## src/rtl/tats_pkg.sv

```systemverilog
// ----------------------------------------------------------------------------
// tats_pkg
// Types and constants shared by the alarm tone sequencer modules.
// ----------------------------------------------------------------------------
package tats_pkg;

  localparam int unsigned CFG_AW = 5;
  localparam int unsigned CFG_DW = 32;

  // register indexes (paddr[4:2])
  localparam logic [2:0] REG_ALARM_ENABLE   = 3'd0;
  localparam logic [2:0] REG_LOW_THRESHOLD  = 3'd1;
  localparam logic [2:0] REG_HIGH_THRESHOLD = 3'd2;
  localparam logic [2:0] REG_TONE_HIGH_HZ   = 3'd3;
  localparam logic [2:0] REG_TONE_LOW_HZ    = 3'd4;
  localparam logic [2:0] REG_STEP_MS        = 3'd5;
  localparam logic [2:0] REG_PAUSE_MS       = 3'd6;
  localparam logic [2:0] REG_DRIVE_DUTY     = 3'd7;

  localparam logic signed [15:0] HIGH_THRESHOLD_RST = 16'sd1600;

  // sequence steps: high, low, high, low, pause
  localparam logic [2:0] SEQ_PAUSE = 3'd4;

  typedef struct packed {
    logic [31:0]        now_ms;
    logic               temp_valid;
    logic signed [15:0] temperature;
    logic [31:0]        test_until_ms;
  } in_item_t;

  typedef struct packed {
    logic [15:0] tone_hz;
    logic [15:0] duty_out;
  } out_item_t;

  typedef struct packed {
    logic               alarm_enable;
    logic signed [15:0] low_threshold;
    logic signed [15:0] high_threshold;
    logic [15:0]        tone_high_hz;
    logic [15:0]        tone_low_hz;
    logic [31:0]        step_ms;
    logic [31:0]        pause_ms;
    logic [15:0]        drive_duty;
  } cfg_t;

  // (step + 1) mod 5 on the 3-bit step code
  function automatic logic [2:0] next_step(input logic [2:0] s);
    logic [2:0] r;
    case (s)
      3'd0:    r = 3'd1;
      3'd1:    r = 3'd2;
      3'd2:    r = 3'd3;
      3'd3:    r = 3'd4;
      3'd4:    r = 3'd0;
      3'd5:    r = 3'd1;
      3'd6:    r = 3'd2;
      3'd7:    r = 3'd3;
      default: r = 3'd0;
    endcase
    return r;
  endfunction

endpackage

```

## src/rtl/tats_regs.sv

```systemverilog
// ----------------------------------------------------------------------------
// tats_regs
// APB-style configuration register file for the alarm tone sequencer.
// ----------------------------------------------------------------------------
module tats_regs (
  input  logic                         clk,
  input  logic                         rst_n,
  input  logic                         psel,
  input  logic                         penable,
  input  logic                         pwrite,
  input  logic [tats_pkg::CFG_AW-1:0]  paddr,
  input  logic [tats_pkg::CFG_DW-1:0]  pwdata,
  output logic [tats_pkg::CFG_DW-1:0]  prdata,
  output logic                         pready,
  output tats_pkg::cfg_t               cfg
);
  import tats_pkg::*;

  cfg_t       cfg_r;
  logic [2:0] reg_idx;
  logic       wr_en;

  assign pready  = 1'b1;
  assign reg_idx = paddr[4:2];
  assign wr_en   = psel && penable && pwrite && pready;

  always_ff @(posedge clk) begin
    if (!rst_n) begin
      cfg_r.alarm_enable   <= 1'b0;
      cfg_r.low_threshold  <= '0;
      cfg_r.high_threshold <= HIGH_THRESHOLD_RST;
      cfg_r.tone_high_hz   <= '0;
      cfg_r.tone_low_hz    <= '0;
      cfg_r.step_ms        <= '0;
      cfg_r.pause_ms       <= '0;
      cfg_r.drive_duty     <= '0;
    end else if (wr_en) begin
      case (reg_idx)
        REG_ALARM_ENABLE:   cfg_r.alarm_enable   <= pwdata[0];
        REG_LOW_THRESHOLD:  cfg_r.low_threshold  <= pwdata[15:0];
        REG_HIGH_THRESHOLD: cfg_r.high_threshold <= pwdata[15:0];
        REG_TONE_HIGH_HZ:   cfg_r.tone_high_hz   <= pwdata[15:0];
        REG_TONE_LOW_HZ:    cfg_r.tone_low_hz    <= pwdata[15:0];
        REG_STEP_MS:        cfg_r.step_ms        <= pwdata;
        REG_PAUSE_MS:       cfg_r.pause_ms       <= pwdata;
        REG_DRIVE_DUTY:     cfg_r.drive_duty     <= pwdata[15:0];
        default: ;
      endcase
    end
  end

  always_comb begin
    case (reg_idx)
      REG_ALARM_ENABLE:   prdata = {31'd0, cfg_r.alarm_enable};
      REG_LOW_THRESHOLD:  prdata = {{16{cfg_r.low_threshold[15]}}, cfg_r.low_threshold};
      REG_HIGH_THRESHOLD: prdata = {{16{cfg_r.high_threshold[15]}}, cfg_r.high_threshold};
      REG_TONE_HIGH_HZ:   prdata = {16'd0, cfg_r.tone_high_hz};
      REG_TONE_LOW_HZ:    prdata = {16'd0, cfg_r.tone_low_hz};
      REG_STEP_MS:        prdata = cfg_r.step_ms;
      REG_PAUSE_MS:       prdata = cfg_r.pause_ms;
      REG_DRIVE_DUTY:     prdata = {16'd0, cfg_r.drive_duty};
      default:            prdata = '0;
    endcase
  end

  assign cfg = cfg_r;

endmodule

```

## src/rtl/temperature_alarm_tone_sequencer_unit.sv

```systemverilog
// ----------------------------------------------------------------------------
// temperature_alarm_tone_sequencer_unit
// Alarm detector and five-step piezo tone sequencer, one tick per transaction.
// ----------------------------------------------------------------------------
// Usage:
//   in_*  : one update tick per transaction (time, temperature, test time).
//   out_* : one tone command (tone_hz, duty_out) per tick that writes the
//           piezo; ticks that change nothing produce no transaction.
//   psel/penable/pwrite/paddr/pwdata/prdata/pready : register port, register
//           i at byte address 4*i; write only while the unit is idle.
// Pipeline: a tick is captured in an input register, evaluated against the
//   sequencer state once the output register is free, and its command lands
//   in the output register, which raises out_valid.
// Throughput: one tick per cycle while out_ready is high; the state update
//   (compare, one 32-bit add, step increment) closes the loop on each tick.
// Reset: sequencer idle (not beeping, step 0, deadline 0), registers at
//   their reset values, both pipeline registers empty.
// Stall: while out_ready is low and a command waits, the input register
//   holds and in_ready drops once it is full; nothing is dropped.
// ----------------------------------------------------------------------------
module temperature_alarm_tone_sequencer_unit (
  input  logic                         clk,
  input  logic                         rst_n,
  input  logic                         in_valid,
  output logic                         in_ready,
  input  tats_pkg::in_item_t           in_data,
  output logic                         out_valid,
  input  logic                         out_ready,
  output tats_pkg::out_item_t          out_data,
  input  logic                         psel,
  input  logic                         penable,
  input  logic                         pwrite,
  input  logic [tats_pkg::CFG_AW-1:0]  paddr,
  input  logic [tats_pkg::CFG_DW-1:0]  pwdata,
  output logic [tats_pkg::CFG_DW-1:0]  prdata,
  output logic                         pready
);
  import tats_pkg::*;

  cfg_t cfg;

  tats_regs u_regs (
    .clk     (clk),
    .rst_n   (rst_n),
    .psel    (psel),
    .penable (penable),
    .pwrite  (pwrite),
    .paddr   (paddr),
    .pwdata  (pwdata),
    .prdata  (prdata),
    .pready  (pready),
    .cfg     (cfg)
  );

  // input stage
  logic      s1_valid_r;
  in_item_t  s1_item_r;
  // sequencer state
  logic        beeping_r, beeping_nxt;
  logic [2:0]  seq_step_r, seq_step_nxt;
  logic [31:0] nst_r, nst_nxt;
  // output stage
  logic      out_valid_r, out_valid_nxt;
  out_item_t out_item_r, out_item_nxt;

  logic        out_free, s1_fire;
  logic        thresh, active, fire, res;
  logic [2:0]  base_step;
  logic [31:0] base_nst, diff, dur;
  logic [15:0] hz;

  assign out_free = !out_valid_r || out_ready;
  assign s1_fire  = s1_valid_r && out_free;
  assign in_ready = !s1_valid_r || s1_fire;

  always_comb begin
    thresh = cfg.alarm_enable && s1_item_r.temp_valid &&
             ((s1_item_r.temperature < cfg.low_threshold) ||
              (s1_item_r.temperature > cfg.high_threshold));
    active = thresh || ((s1_item_r.test_until_ms != 32'd0) &&
                        (s1_item_r.now_ms <= s1_item_r.test_until_ms));
    base_step = beeping_r ? seq_step_r : 3'd0;
    base_nst  = beeping_r ? nst_r : 32'd0;
    diff      = s1_item_r.now_ms - base_nst;
    fire      = (base_nst == 32'd0) || !diff[31];

    case (base_step)
      3'd0, 3'd2: hz = cfg.tone_high_hz;
      3'd1, 3'd3: hz = cfg.tone_low_hz;
      default:    hz = 16'd0;
    endcase
    dur = (base_step < SEQ_PAUSE) ? cfg.step_ms : cfg.pause_ms;

    beeping_nxt  = beeping_r;
    seq_step_nxt = seq_step_r;
    nst_nxt      = nst_r;
    res          = 1'b0;
    if (!active) begin
      beeping_nxt  = 1'b0;
      seq_step_nxt = 3'd0;
      nst_nxt      = 32'd0;
      res          = beeping_r;
      hz           = 16'd0;
    end else begin
      beeping_nxt  = 1'b1;
      seq_step_nxt = base_step;
      nst_nxt      = base_nst;
      if (fire) begin
        seq_step_nxt = next_step(base_step);
        nst_nxt      = s1_item_r.now_ms + dur;
        res          = 1'b1;
      end
    end

    out_item_nxt.tone_hz  = hz;
    out_item_nxt.duty_out = (hz != 16'd0) ? cfg.drive_duty : 16'd0;
    out_valid_nxt = s1_fire ? res : (out_valid_r && !out_ready);
  end

  always_ff @(posedge clk) begin
    if (!rst_n) begin
      s1_valid_r  <= 1'b0;
      beeping_r   <= 1'b0;
      seq_step_r  <= 3'd0;
      nst_r       <= 32'd0;
      out_valid_r <= 1'b0;
    end else begin
      if (in_ready) begin
        s1_valid_r <= in_valid;
      end
      if (s1_fire) begin
        beeping_r  <= beeping_nxt;
        seq_step_r <= seq_step_nxt;
        nst_r      <= nst_nxt;
      end
      out_valid_r <= out_valid_nxt;
    end
  end

  always_ff @(posedge clk) begin
    if (in_ready && in_valid) begin
      s1_item_r <= in_data;
    end
    if (s1_fire && res) begin
      out_item_r <= out_item_nxt;
    end
  end

  assign out_valid = out_valid_r;
  assign out_data  = out_item_r;

  // idle sequencer always parks at step 0 with the deadline cleared
  a_idle_parked: assert property (@(posedge clk) disable iff (!rst_n)
    !beeping_r |-> (seq_step_r == 3'd0 && nst_r == 32'd0))
    else $error("sequencer idle but not parked");

  a_step_range: assert property (@(posedge clk) disable iff (!rst_n)
    seq_step_r <= SEQ_PAUSE)
    else $error("sequence step out of range");

  a_silent_duty: assert property (@(posedge clk) disable iff (!rst_n)
    out_valid_r |-> (out_item_r.tone_hz != 16'd0 || out_item_r.duty_out == 16'd0))
    else $error("duty driven during silence");

  // a held command must not be overwritten by a processed tick
  a_no_overrun: assert property (@(posedge clk) disable iff (!rst_n)
    (out_valid_r && !out_ready) |-> !s1_fire)
    else $error("tick evaluated while command stalled");

  a_clear_silence: assert property (@(posedge clk) disable iff (!rst_n)
    (s1_fire && beeping_r && !beeping_nxt) |=> (out_valid_r && out_item_r.tone_hz == 16'd0))
    else $error("alarm clear without silence command");

endmodule
```

## config.mk

```make
export PLATFORM = sky130hd
export DESIGN_NAME = temperature_alarm_tone_sequencer_unit
export DESIGN_NICKNAME = d
export VERILOG_FILES = /design/src/rtl/tats_pkg.sv /design/src/rtl/tats_regs.sv /design/src/rtl/temperature_alarm_tone_sequencer_unit.sv
export SDC_FILE = /design/constraint.sdc
export NUM_CORES = 1
export LEC_CHECK = 0
export BUFFER_PORTS_ARGS = -buffer_cell sky130_fd_sc_hd__buf_2
export CAP_MARGIN = 20
export CORE_ASPECT_RATIO = 1.5
export CORE_MARGIN = 1
export CORE_UTILIZATION = 55
export CTS_BUF_LIST = sky130_fd_sc_hd__clkbuf_8
export CTS_CLUSTER_SIZE = 24
export DETAILED_ROUTE_END_ITERATION = 12
export GPL_TIMING_DRIVEN = 0
export MAX_ROUTING_LAYER = met4
export PLACE_DENSITY = 0.76
export SYNTH_ARGS = -nofsm -noshare
export SYNTH_HDL_FRONTEND = slang
export SYNTH_HIERARCHICAL = 1
export SYNTH_SLANG_ARGS = --single-unit
```

## constraint.sdc

```tcl
create_clock -name clk -period 7 [get_ports clk]
set_input_delay 1.05 -clock clk [delete_from_list [all_inputs] [get_ports clk]]
set_output_delay 1.05 -clock clk [all_outputs]
set_load 0.005 [all_outputs]
```

Word level (Yosys, flattened, before mapping)
Memories as Yosys holds them, arrays and structs flattened.
Cells that the tools add are included.
Widths: inputs -> output; s select.

operators by class
  $add $sub $neg = 2
  multiply operators = 0
  div/mod/pow operators = 0
  order comparisons = 4
  eq/ne operators = 10
  shift-type cells = 0
  mux-type cells = 14
  bitwise operators = 0
  reductions and logical operators = 33

operators by type and width
  cell                count
  $pmux 32 s8         1
  $mux 32             4
  $add 32x32->32      1
  $le 32x32->1        1
  $logic_not 32->1    1
  $pmux 16 s2         1
  $reduce_bool 32->1  1
  $sub 32x32->32      1
  $gt 16x16->1        1
  $lt 16x16->1        1
  $mux 16             1
  $reduce_and 2->1    8
  $reduce_bool 16->1  1
  $eq 3x2->1 const B  4
  $eq 3x3->1 const B  4
  $logic_and 1x1->1   9
  $mux 3              3
  $eq 3x1->1 const B  2
  $logic_not 3->1     2
  $logic_or 1x1->1    5
  $logic_not 1->1     4
  $mux 1              4
  $reduce_or 2->1     2
  $lt 3x3->1 const B  1

word-level totals
  register bits = 296
  latch bits = 0
  RAM bits = 0
  bits in read-only memories = 24
  output and inout bits = 67
  memories = 1

memories
  memory            depth  width  read ports  clocked after Yosys merged registers in  wr ports  line            RTL
  (name not given)  8      3      1           0                                        0         tats_pkg.sv:51  case (s)

Logic depth before layout (Yosys ltp)
Gate-level depths: netlist of the first run.

  depth in word-level cells = 7
  depth in mapped cells = 15
  depth with buffers taken out = 13

By module
The synthesis of the first run kept the hierarchy.

modules (own cells, without submodules)
  module                                 instances  cells an instance  area each (um^2)  sequential area each (um^2)
  temperature_alarm_tone_sequencer_unit  1          929                9699.3            4154.0
  tats_regs                              1          656                6428.7            2902.8

Worst setup path before layout of the first run
No wires, ideal clock.

  kind = register to register
  from = register beeping_r
  to = register out_item_r, in the netlist out_data[0] (enable)
  data arrival time = 4.466 ns
  data required time = 6.579 ns
  setup slack = 2.112 ns
  stages on the path, launching flop included = 13
  buffers on the path = 3
  clock period less this slack = 4.888 ns
  cells stage by stage = dfxtp_1 -> clkbuf_1 -> buf_1 -> clkbuf_1 -> nand2_1 -> ha_1 -> nand4_1 -> or4_1 -> a2111o_1 -> and4_1 -> nor2_4 -> mux2i_1 -> nor2_1

on the way
  word-level cells in the longest chain between the ends = 7
  elaborated cells between the ends (all ways) = 8
  classes of those cells = 1 x add/sub; 3 x mux; 4 x reduce/logical

RTL lines
  element                 line                                          RTL
  from (decl)             temperature_alarm_tone_sequencer_unit.sv:59   logic beeping_r, beeping_nxt;
  from (signal assigned)  temperature_alarm_tone_sequencer_unit.sv:132  beeping_r <= beeping_nxt;
  $mux 32                 temperature_alarm_tone_sequencer_unit.sv:83   base_nst = beeping_r ? nst_r : 32'd0;
  $sub 32x32->32          temperature_alarm_tone_sequencer_unit.sv:84   diff = s1_item_r.now_ms - base_nst;
  $logic_not 1->1         temperature_alarm_tone_sequencer_unit.sv:85   fire = (base_nst == 32'd0) || !diff[31];
  $logic_or 1x1->1        temperature_alarm_tone_sequencer_unit.sv:85
  $mux 1                  temperature_alarm_tone_sequencer_unit.sv:108  if (fire) begin
  $mux 1 (*)              temperature_alarm_tone_sequencer_unit.sv:98   if (!active) begin
  $logic_and 1x1->1 (*)   temperature_alarm_tone_sequencer_unit.sv:144  if (s1_fire && res) begin
  to (signal assigned)    temperature_alarm_tone_sequencer_unit.sv:145  out_item_r <= out_item_nxt;
  to (decl)               temperature_alarm_tone_sequencer_unit.sv:64   out_item_t out_item_r, out_item_nxt;

Mark *: on every way between the ends. The rest lies on a longest branch, timed or not.
A chain may end at the register's enable or synchronous reset.

Final worst setup path of the first run
  from = register beeping_r
  to = register out_item_r, in the netlist out_data[16] (enable)

The elaborated chain is that of the path after synthesis.

==> impl_results.md, run 1 <==
- Gate Count Post-Synth: 1585
- Synth top area share: 0.227
- Clock Path Buffers: 3
- Min Tclk post-route: 5.10 ns
- Crit path from: beeping_r
- Fillers: 2395
- H-tree depth: 2
- Clock sink total: 296
- R2R Path Start: beeping_r
- Leading area contributor after synthesis: dfxtp_1
- CP max FO: 32
- Final WL: 47100 um
- HP Start: u_regs/cfg[19]
- Synth area leaders: dfxtp_1 (23%), edfxtp_1 (21%), ha_1 (9.9%)
- Final GP Congestion: 1.00
- Kind of critical path: register to register
- Drt pass-1 iters: 7
- Post-CTS Resized: 0
- Post-synth EDFFs: 113
- Setup Viol. Count Final: 0
- Mean post-synth cell area: 10.2 sq um
- # Max-Cap Violations: 0
- Setup crit start kind: register
- Worst Hold Slack: 0.474 ns
- Starting Density: 0.560
- ANT cells: 0
- Post-synthesis net count: 1839
- Slowest-stage cell, CP: nor2_4
- Largest net degree at the start of global routing: 52
- Syn Std Cell Area: 16100 sq um
- Leakage Power: 0.00768 uW
- Hold_buf cts: 0
- Initial antenna violation count: 0
- Largest stage delay, worst path: 0.78 ns
- Wire per inst: 21.0 um
- Via Count: 13370
- Clk_lat worst skew: 0.59 ns
- FP Rows: 76
- Worst Skew: 0.0229 ns
- # IOs: 192
- GRT Overall Usage: 0.325
- Status: completed
- Post-synthesis sequential area ratio: 0.438
- Worst setup EP type: register
- Worst min-delay path class: register to register
- Yosys warning count: 6
- Post-CTS setup buffers: 0
- Number of synthesized register bits: 296
- Core area: 28800 sq um
- WP data arrival: 5.30 ns
- Area grow syn2layout: 14.5%
- CP Cell Sequence: clkbuf_1 -> buf_1 -> clkbuf_1 -> nand2_1 -> ha_1 -> nand4_1 -> or4_1 -> a2111o_1 -> and4_1 -> nor2_4 -> mux2i_1 -> nor2_4
- Remaining global-route overflow: 0
- Setup_tns: 0 ns
- Max VDD drop: 0.208 mV
- Vias per inst: 5.94
- CTS Buf Count: 46
- Worst Path Required: 7.20 ns
- Async SR Flop Fraction: 0
- Residual DRC count: 0
- Root Driver: clkbuf_8
- Most used DFF post-synth: dfxtp_1
- Clk slew on worst S/H paths: 0.07 ns
- Layout cells sized above 1: 0.197
- Register area: 7060 sq um
- CTS tree: done
- Die area: 30000 sq um
- PD cells: 199 nW/um^2
- DIE HEIGHT: 212 um
- Vias in the first global route: 13503
- Die width: 142 um
- Synth unique cells: 80
- Area occupied by multi-input gates: 8370 sq um
- Port Buffer Count: 188
- Least-Margin Pin Slew: 0.959 ns
- Post-route antenna net violation count: 0
- HPWL after DPL: 36600 um
- Fin. Hold Viols: 0
- Unrepaired setup endpoints after global routing: no
- Peak Freq: 196 MHz
- Max-slew violations: 0
- Crit share post-route: 0.729
- Nets@finish: 2076
- Rel. slew slack: 0.359
- First-pass GRT wire length: 71600 um
- Initial DRC Count: 933
-- final timing paths --
kind	cells past startpoint	end	slack (ns)
worst max-delay path	12	out_data[16]	1.90
worst min-delay path	2	u_regs/cfg[19]	0.47
worst max register to register	12	out_data[16]	1.90
worst min register to register	2	u_regs/cfg[19]	0.47
-- per-stage QoR --
stage / worst slack (ns) / util / instances / total power, uW / instance area (sq um)
global route: 1.66 / 0.641 / 2249 / 3820 / 18500
detailed placement: 1.92 / 0.611 / 2164 / 2310 / 17600
global placement: 0.736 / 0.609 / 2163 / 2300 / 17600
floorplan: 2.11 / - / 1585 / 2150 / 16100
CTS: 1.90 / 0.641 / 2249 / 3700 / 18500
finish: 1.90 / 0.641 / 2249 / 3680 / 18500
-- Yosys cell counts (all sizes together) (5+ instances only) --
| cell type | number |
|---|---|
| nand2 | 254 |
| dfxtp | 183 |
| mux2i | 146 |
| ha | 128 |
| edfxtp | 113 |
| inv | 80 |
| nor2 | 68 |
| a21oi | 58 |
| mux2 | 57 |
| buf | 43 |
| o21ai | 43 |
| a22oi | 38 |
| clkbuf | 35 |
| nor4 | 28 |
| a21o | 26 |
| a22o | 26 |
| nand4 | 24 |
| a221o | 20 |
| and2 | 20 |
| xnor2 | 17 |
| nand3 | 15 |
| a211oi | 13 |
| o221ai | 12 |
| and3 | 11 |
| nand2b | 10 |
| nor2b | 10 |
| o211ai | 10 |
| xor2 | 10 |
| nor3 | 9 |
| a221oi | 6 |
| a32o | 5 |
| or3 | 5 |
-- per-layer routing --
| layer | global-route usage | vias to the layer above | share of wire |
|---|---|---|---|
| li1 | - | 6298 | - |
| met1 | 0.334 | 6356 | 0.36 |
| met2 | 0.570 | 528 | 0.51 |
| met3 | 0.0425 | 188 | 0.052 |
| met4 | 0.233 | 0 | 0.079 |
| met5 | - | - | 0 |
-- state kept, by name, indices dropped and copies added (netlist names) --
name and flops:
out_valid 1, nst_r 32, s1_valid_r 1, out_data 32
seq_step_r 3, u_regs/cfg 145, s1_item_r 81, beeping_r 1
-- cell usage in the layout, fill, tap and decap left out, drive strengths merged, types with 11 or more instances in the layout --
| cell | n |
|---|---|
| nand2 | 254 |
| buf | 232 |
| dfxtp | 183 |
| mux2i | 146 |
| ha | 128 |
| edfxtp | 113 |
| inv | 95 |
| clkbuf | 86 |
| nor2 | 68 |
| a21oi | 58 |
| mux2 | 57 |
| o21ai | 43 |
| a22oi | 38 |
| nor4 | 28 |
| a21o | 26 |
| a22o | 26 |
| nand4 | 24 |
| a221o | 20 |
| and2 | 20 |
| xnor2 | 17 |
| clkinv | 16 |
| nand3 | 15 |
| a211oi | 13 |
| o221ai | 12 |
| and3 | 11 |
-- cells by family after synthesis --
family | Yosys count | share of synthesized area
AND/OR/NAND/NOR | 474 | 0.136
adder cells (fa/ha/maj) | 129 | 0.101
buffers and inverters | 159 | 0.0438
AO/OA/AOI/OAI | 292 | 0.131
flip-flops | 296 | 0.438
multiplexers | 207 | 0.136
other | 1 | 0.000233
XOR/XNOR | 27 | 0.0147
-- final cells by class --
type | count | share of cell area
multi-input combinational | 1130 | 0.453
clock inverter | 34 | 0.00955
inverter | 81 | 0.0165
sequential | 296 | 0.382
clock buffer | 51 | 0.0380
tap | 390 | 0.0264
timing repair buffer | 189 | 0.0524
buffer | 78 | 0.0218
-- power breakdown --
part	leakage, uW	switching (uW)	internal, uW
clock	0.000506	691	709
combinational	0.00460	241	150
sequential	0.00257	43.7	1850
-- worst max-delay path, delay by kind of cell (launching register included) --
kind	cells	cell delay (ns)
multiplexers	1	0.20
flip-flops	1	0.33
AO/OA/AOI/OAI	1	0.47
AND/OR/NAND/NOR	6	2.15
buffers and inverters	3	1.22
adder cells (fa/ha/maj)	1	0.33
(Power assumes the default switching activity.)
==> run 2, diff against run 1 <==
PLACE_DENSITY = 0.79   (was 0.76)
clock period = 4.1 ns   (was 7 ns; I/O delays follow)
==> run 2 against run 1 <==
Flip-flop and latch count stayed put. Via count is 0.42% higher. Clock power is 95% higher. Total power is 81% higher. Critical endpoint is now out_data[17].
==> impl_results.md, run 2 (synthesis gave the netlist of run 1 again) <==
- Worst min-delay path class: primary input to register (was register to register)
- Peak Freq: 249 MHz (was 196 MHz)
- Min Tclk post-route: 4.02 ns (was 5.10 ns)
- Vias per inst: 5.96 (was 5.94)
- Leakage Power: 0.00780 uW (was 0.00768 uW)
- CP max FO: 19 (was 32)
- CTS Buf Count: 45 (was 46)
- Crit share post-route: 0.981 (was 0.729)
- Least-Margin Pin Slew: 0.727 ns (was 0.959 ns)
- Residual DRC count: 0 (unchanged)
- Wire per inst: 20.9 um (was 21.0 um)
- Final WL: 47100 um (about the same)
- Remaining global-route overflow: 0 (unchanged)
- Layout cells sized above 1: 0.207 (was 0.197)
- Most common cell after layout, fill and taps aside: nand2_1 (unchanged)
- Worst Hold Depth: 1 (was 2)
- Max-slew violations: 0 (unchanged)
- Unrepaired setup endpoints after global routing: no (unchanged)
- CTS tree: done (unchanged)
- FP Rows: 76 (unchanged)
- GRT Overall Usage: 0.326 (was 0.325)
- Fin. Hold Viols: 0 (unchanged)
- HPWL after DPL: 36300 um (was 36600 um)
- Initial DRC Count: 863 (was 933)
- First-pass GRT wire length: 71800 um (was 71600 um)
- Clk slew on worst S/H paths: 0.07 ns (about the same)
- Worst Hold Slack: 0.207 ns (was 0.474 ns)
- Setup_tns: 0 ns (unchanged)
- Crit path from: beeping_r (unchanged)
- Kind of critical path: register to register (unchanged)
- Worst Skew: 0.0372 ns (was 0.0229 ns)
- Die width: 142 um (unchanged)
- Rel. slew slack: 0.515 (was 0.359)
- # Max-Cap Violations: 0 (unchanged)
- # IOs: 192 (unchanged)
- Post-route antenna net violation count: 0 (unchanged)
- HP Start: in_data[75] (was u_regs/cfg[19])
- Clock Path Buffers: 3 (unchanged)
- Final GP Congestion: 0.954 (was 1.00)
- Initial antenna violation count: 0 (unchanged)
- Via Count: 13426 (was 13370)
- Clk_lat worst skew: 0.60 ns (was 0.59 ns)
- Die area: 30000 sq um (unchanged)
- Status: completed (unchanged)
- Starting Density: 0.560 (unchanged)
- Largest net degree at the start of global routing: 51 (was 52)
- Max VDD drop: 0.454 mV (was 0.208 mV)
- R2R Path Start: beeping_r (unchanged)
- Area grow syn2layout: 16.2% (was 14.5%)
- Core area: 28800 sq um (unchanged)
- Commonest non-fill, non-tap cells in the layout: nand2_1 (253), buf_2 (208), dfxtp_1 (183), mux2i_1 (145), ha_1 (127) (was nand2_1 (254), buf_2 (207), dfxtp_1 (183), mux2i_1 (146), ha_1 (128))
- DIE HEIGHT: 212 um (unchanged)
- Root Driver: clkbuf_8 (unchanged)
- Worst setup EP type: register (unchanged)
- Vias in the first global route: 13425 (was 13503)
- Setup Viol. Count Final: 0 (unchanged)
- PD cells: 355 nW/um^2 (was 199 nW/um^2)
- Worst Path Required: 4.38 ns (was 7.20 ns)
- Nets@finish: 2080 (was 2076)
- Path depth of the worst reg2reg path: 12 (unchanged)
- H-tree depth: 2 (unchanged)
- Port Buffer Count: 188 (unchanged)
- Setup crit start kind: register (unchanged)
- ANT cells: 0 (unchanged)
- Drt pass-1 iters: 5 (was 7)
- Max reg flops: 145 (unchanged)
- WP data arrival: 4.30 ns (was 5.30 ns)
- Clock sink total: 296 (unchanged)
==> run 2: timing repair <==
item,4_1_cts,5_1_grt
hold buffers,0,0
pin swaps,5,4
gates cloned,1,0
buffers inserted,5,0
endpoints found under the setup margin,68,34
resized for setup,22,8
==> run 2: worst max-delay path, stage by stage (launching register included) <==
cell	delay (ns)
dfxtp_1	0.36
clkbuf_4	0.24
buf_2	0.37
nand2_1	0.10
ha_1	0.33
nand4_1	0.14
or4_1	0.59
a2111o_1	0.46
and4_1	0.27
nor2_4	0.29
mux2i_4	0.20
nor2_4	0.18
buf_12	0.18
==> run 2: stage by stage <==
stage	total power, uW	instance area, sq um	setup WS, ns	utilization	cells
floorplan	3670	16100	0.0637	-	1585
global placement	3920	17600	-0.882	0.610	2163
detailed placement	3940	17600	-0.975	0.611	2164
CTS	6660	18700	0.0349	0.649	2252
global route	6860	18700	0.00118	0.651	2252
finish	6650	18700	0.0789	0.651	2252
==> run 2: routing by layer <==
metal | up-vias | global-route usage | share of wire
li1 | 6309 | - | -
met1 | 6330 | 0.331 | 0.36
met2 | 567 | 0.566 | 0.50
met3 | 220 | 0.0430 | 0.052
met4 | 0 | 0.252 | 0.086
met5 | - | - | 0
==> run 2: final timing paths <==
kind	to	slack, ns
max	out_data[17]	0.08
min	s1_item_r[75]	0.21
max reg2reg	out_data[17]	0.08
min reg2reg	seq_step_r[1]	0.46
==> run 2: power breakdown <==
group          internal, uW  switching, uW
clock                  1540           1200
sequential             3150           74.2
combinational           266            422
total                  4950           1690
==> run 2: layout make-up <==
| class | count | area, sq um |
|---|---|---|
| well taps | 390 | 488 |
| fillers | 2333 | 10100 |
| clock buffers | 45 | 619 |
| repair buffers | 194 | 1020 |
| multi-input cells | 1131 | 8470 |
| inverters | 81 | 304 |
| plain buffers | 77 | 420 |
| flip-flops and latches | 296 | 7060 |
| clock inverters | 38 | 368 |
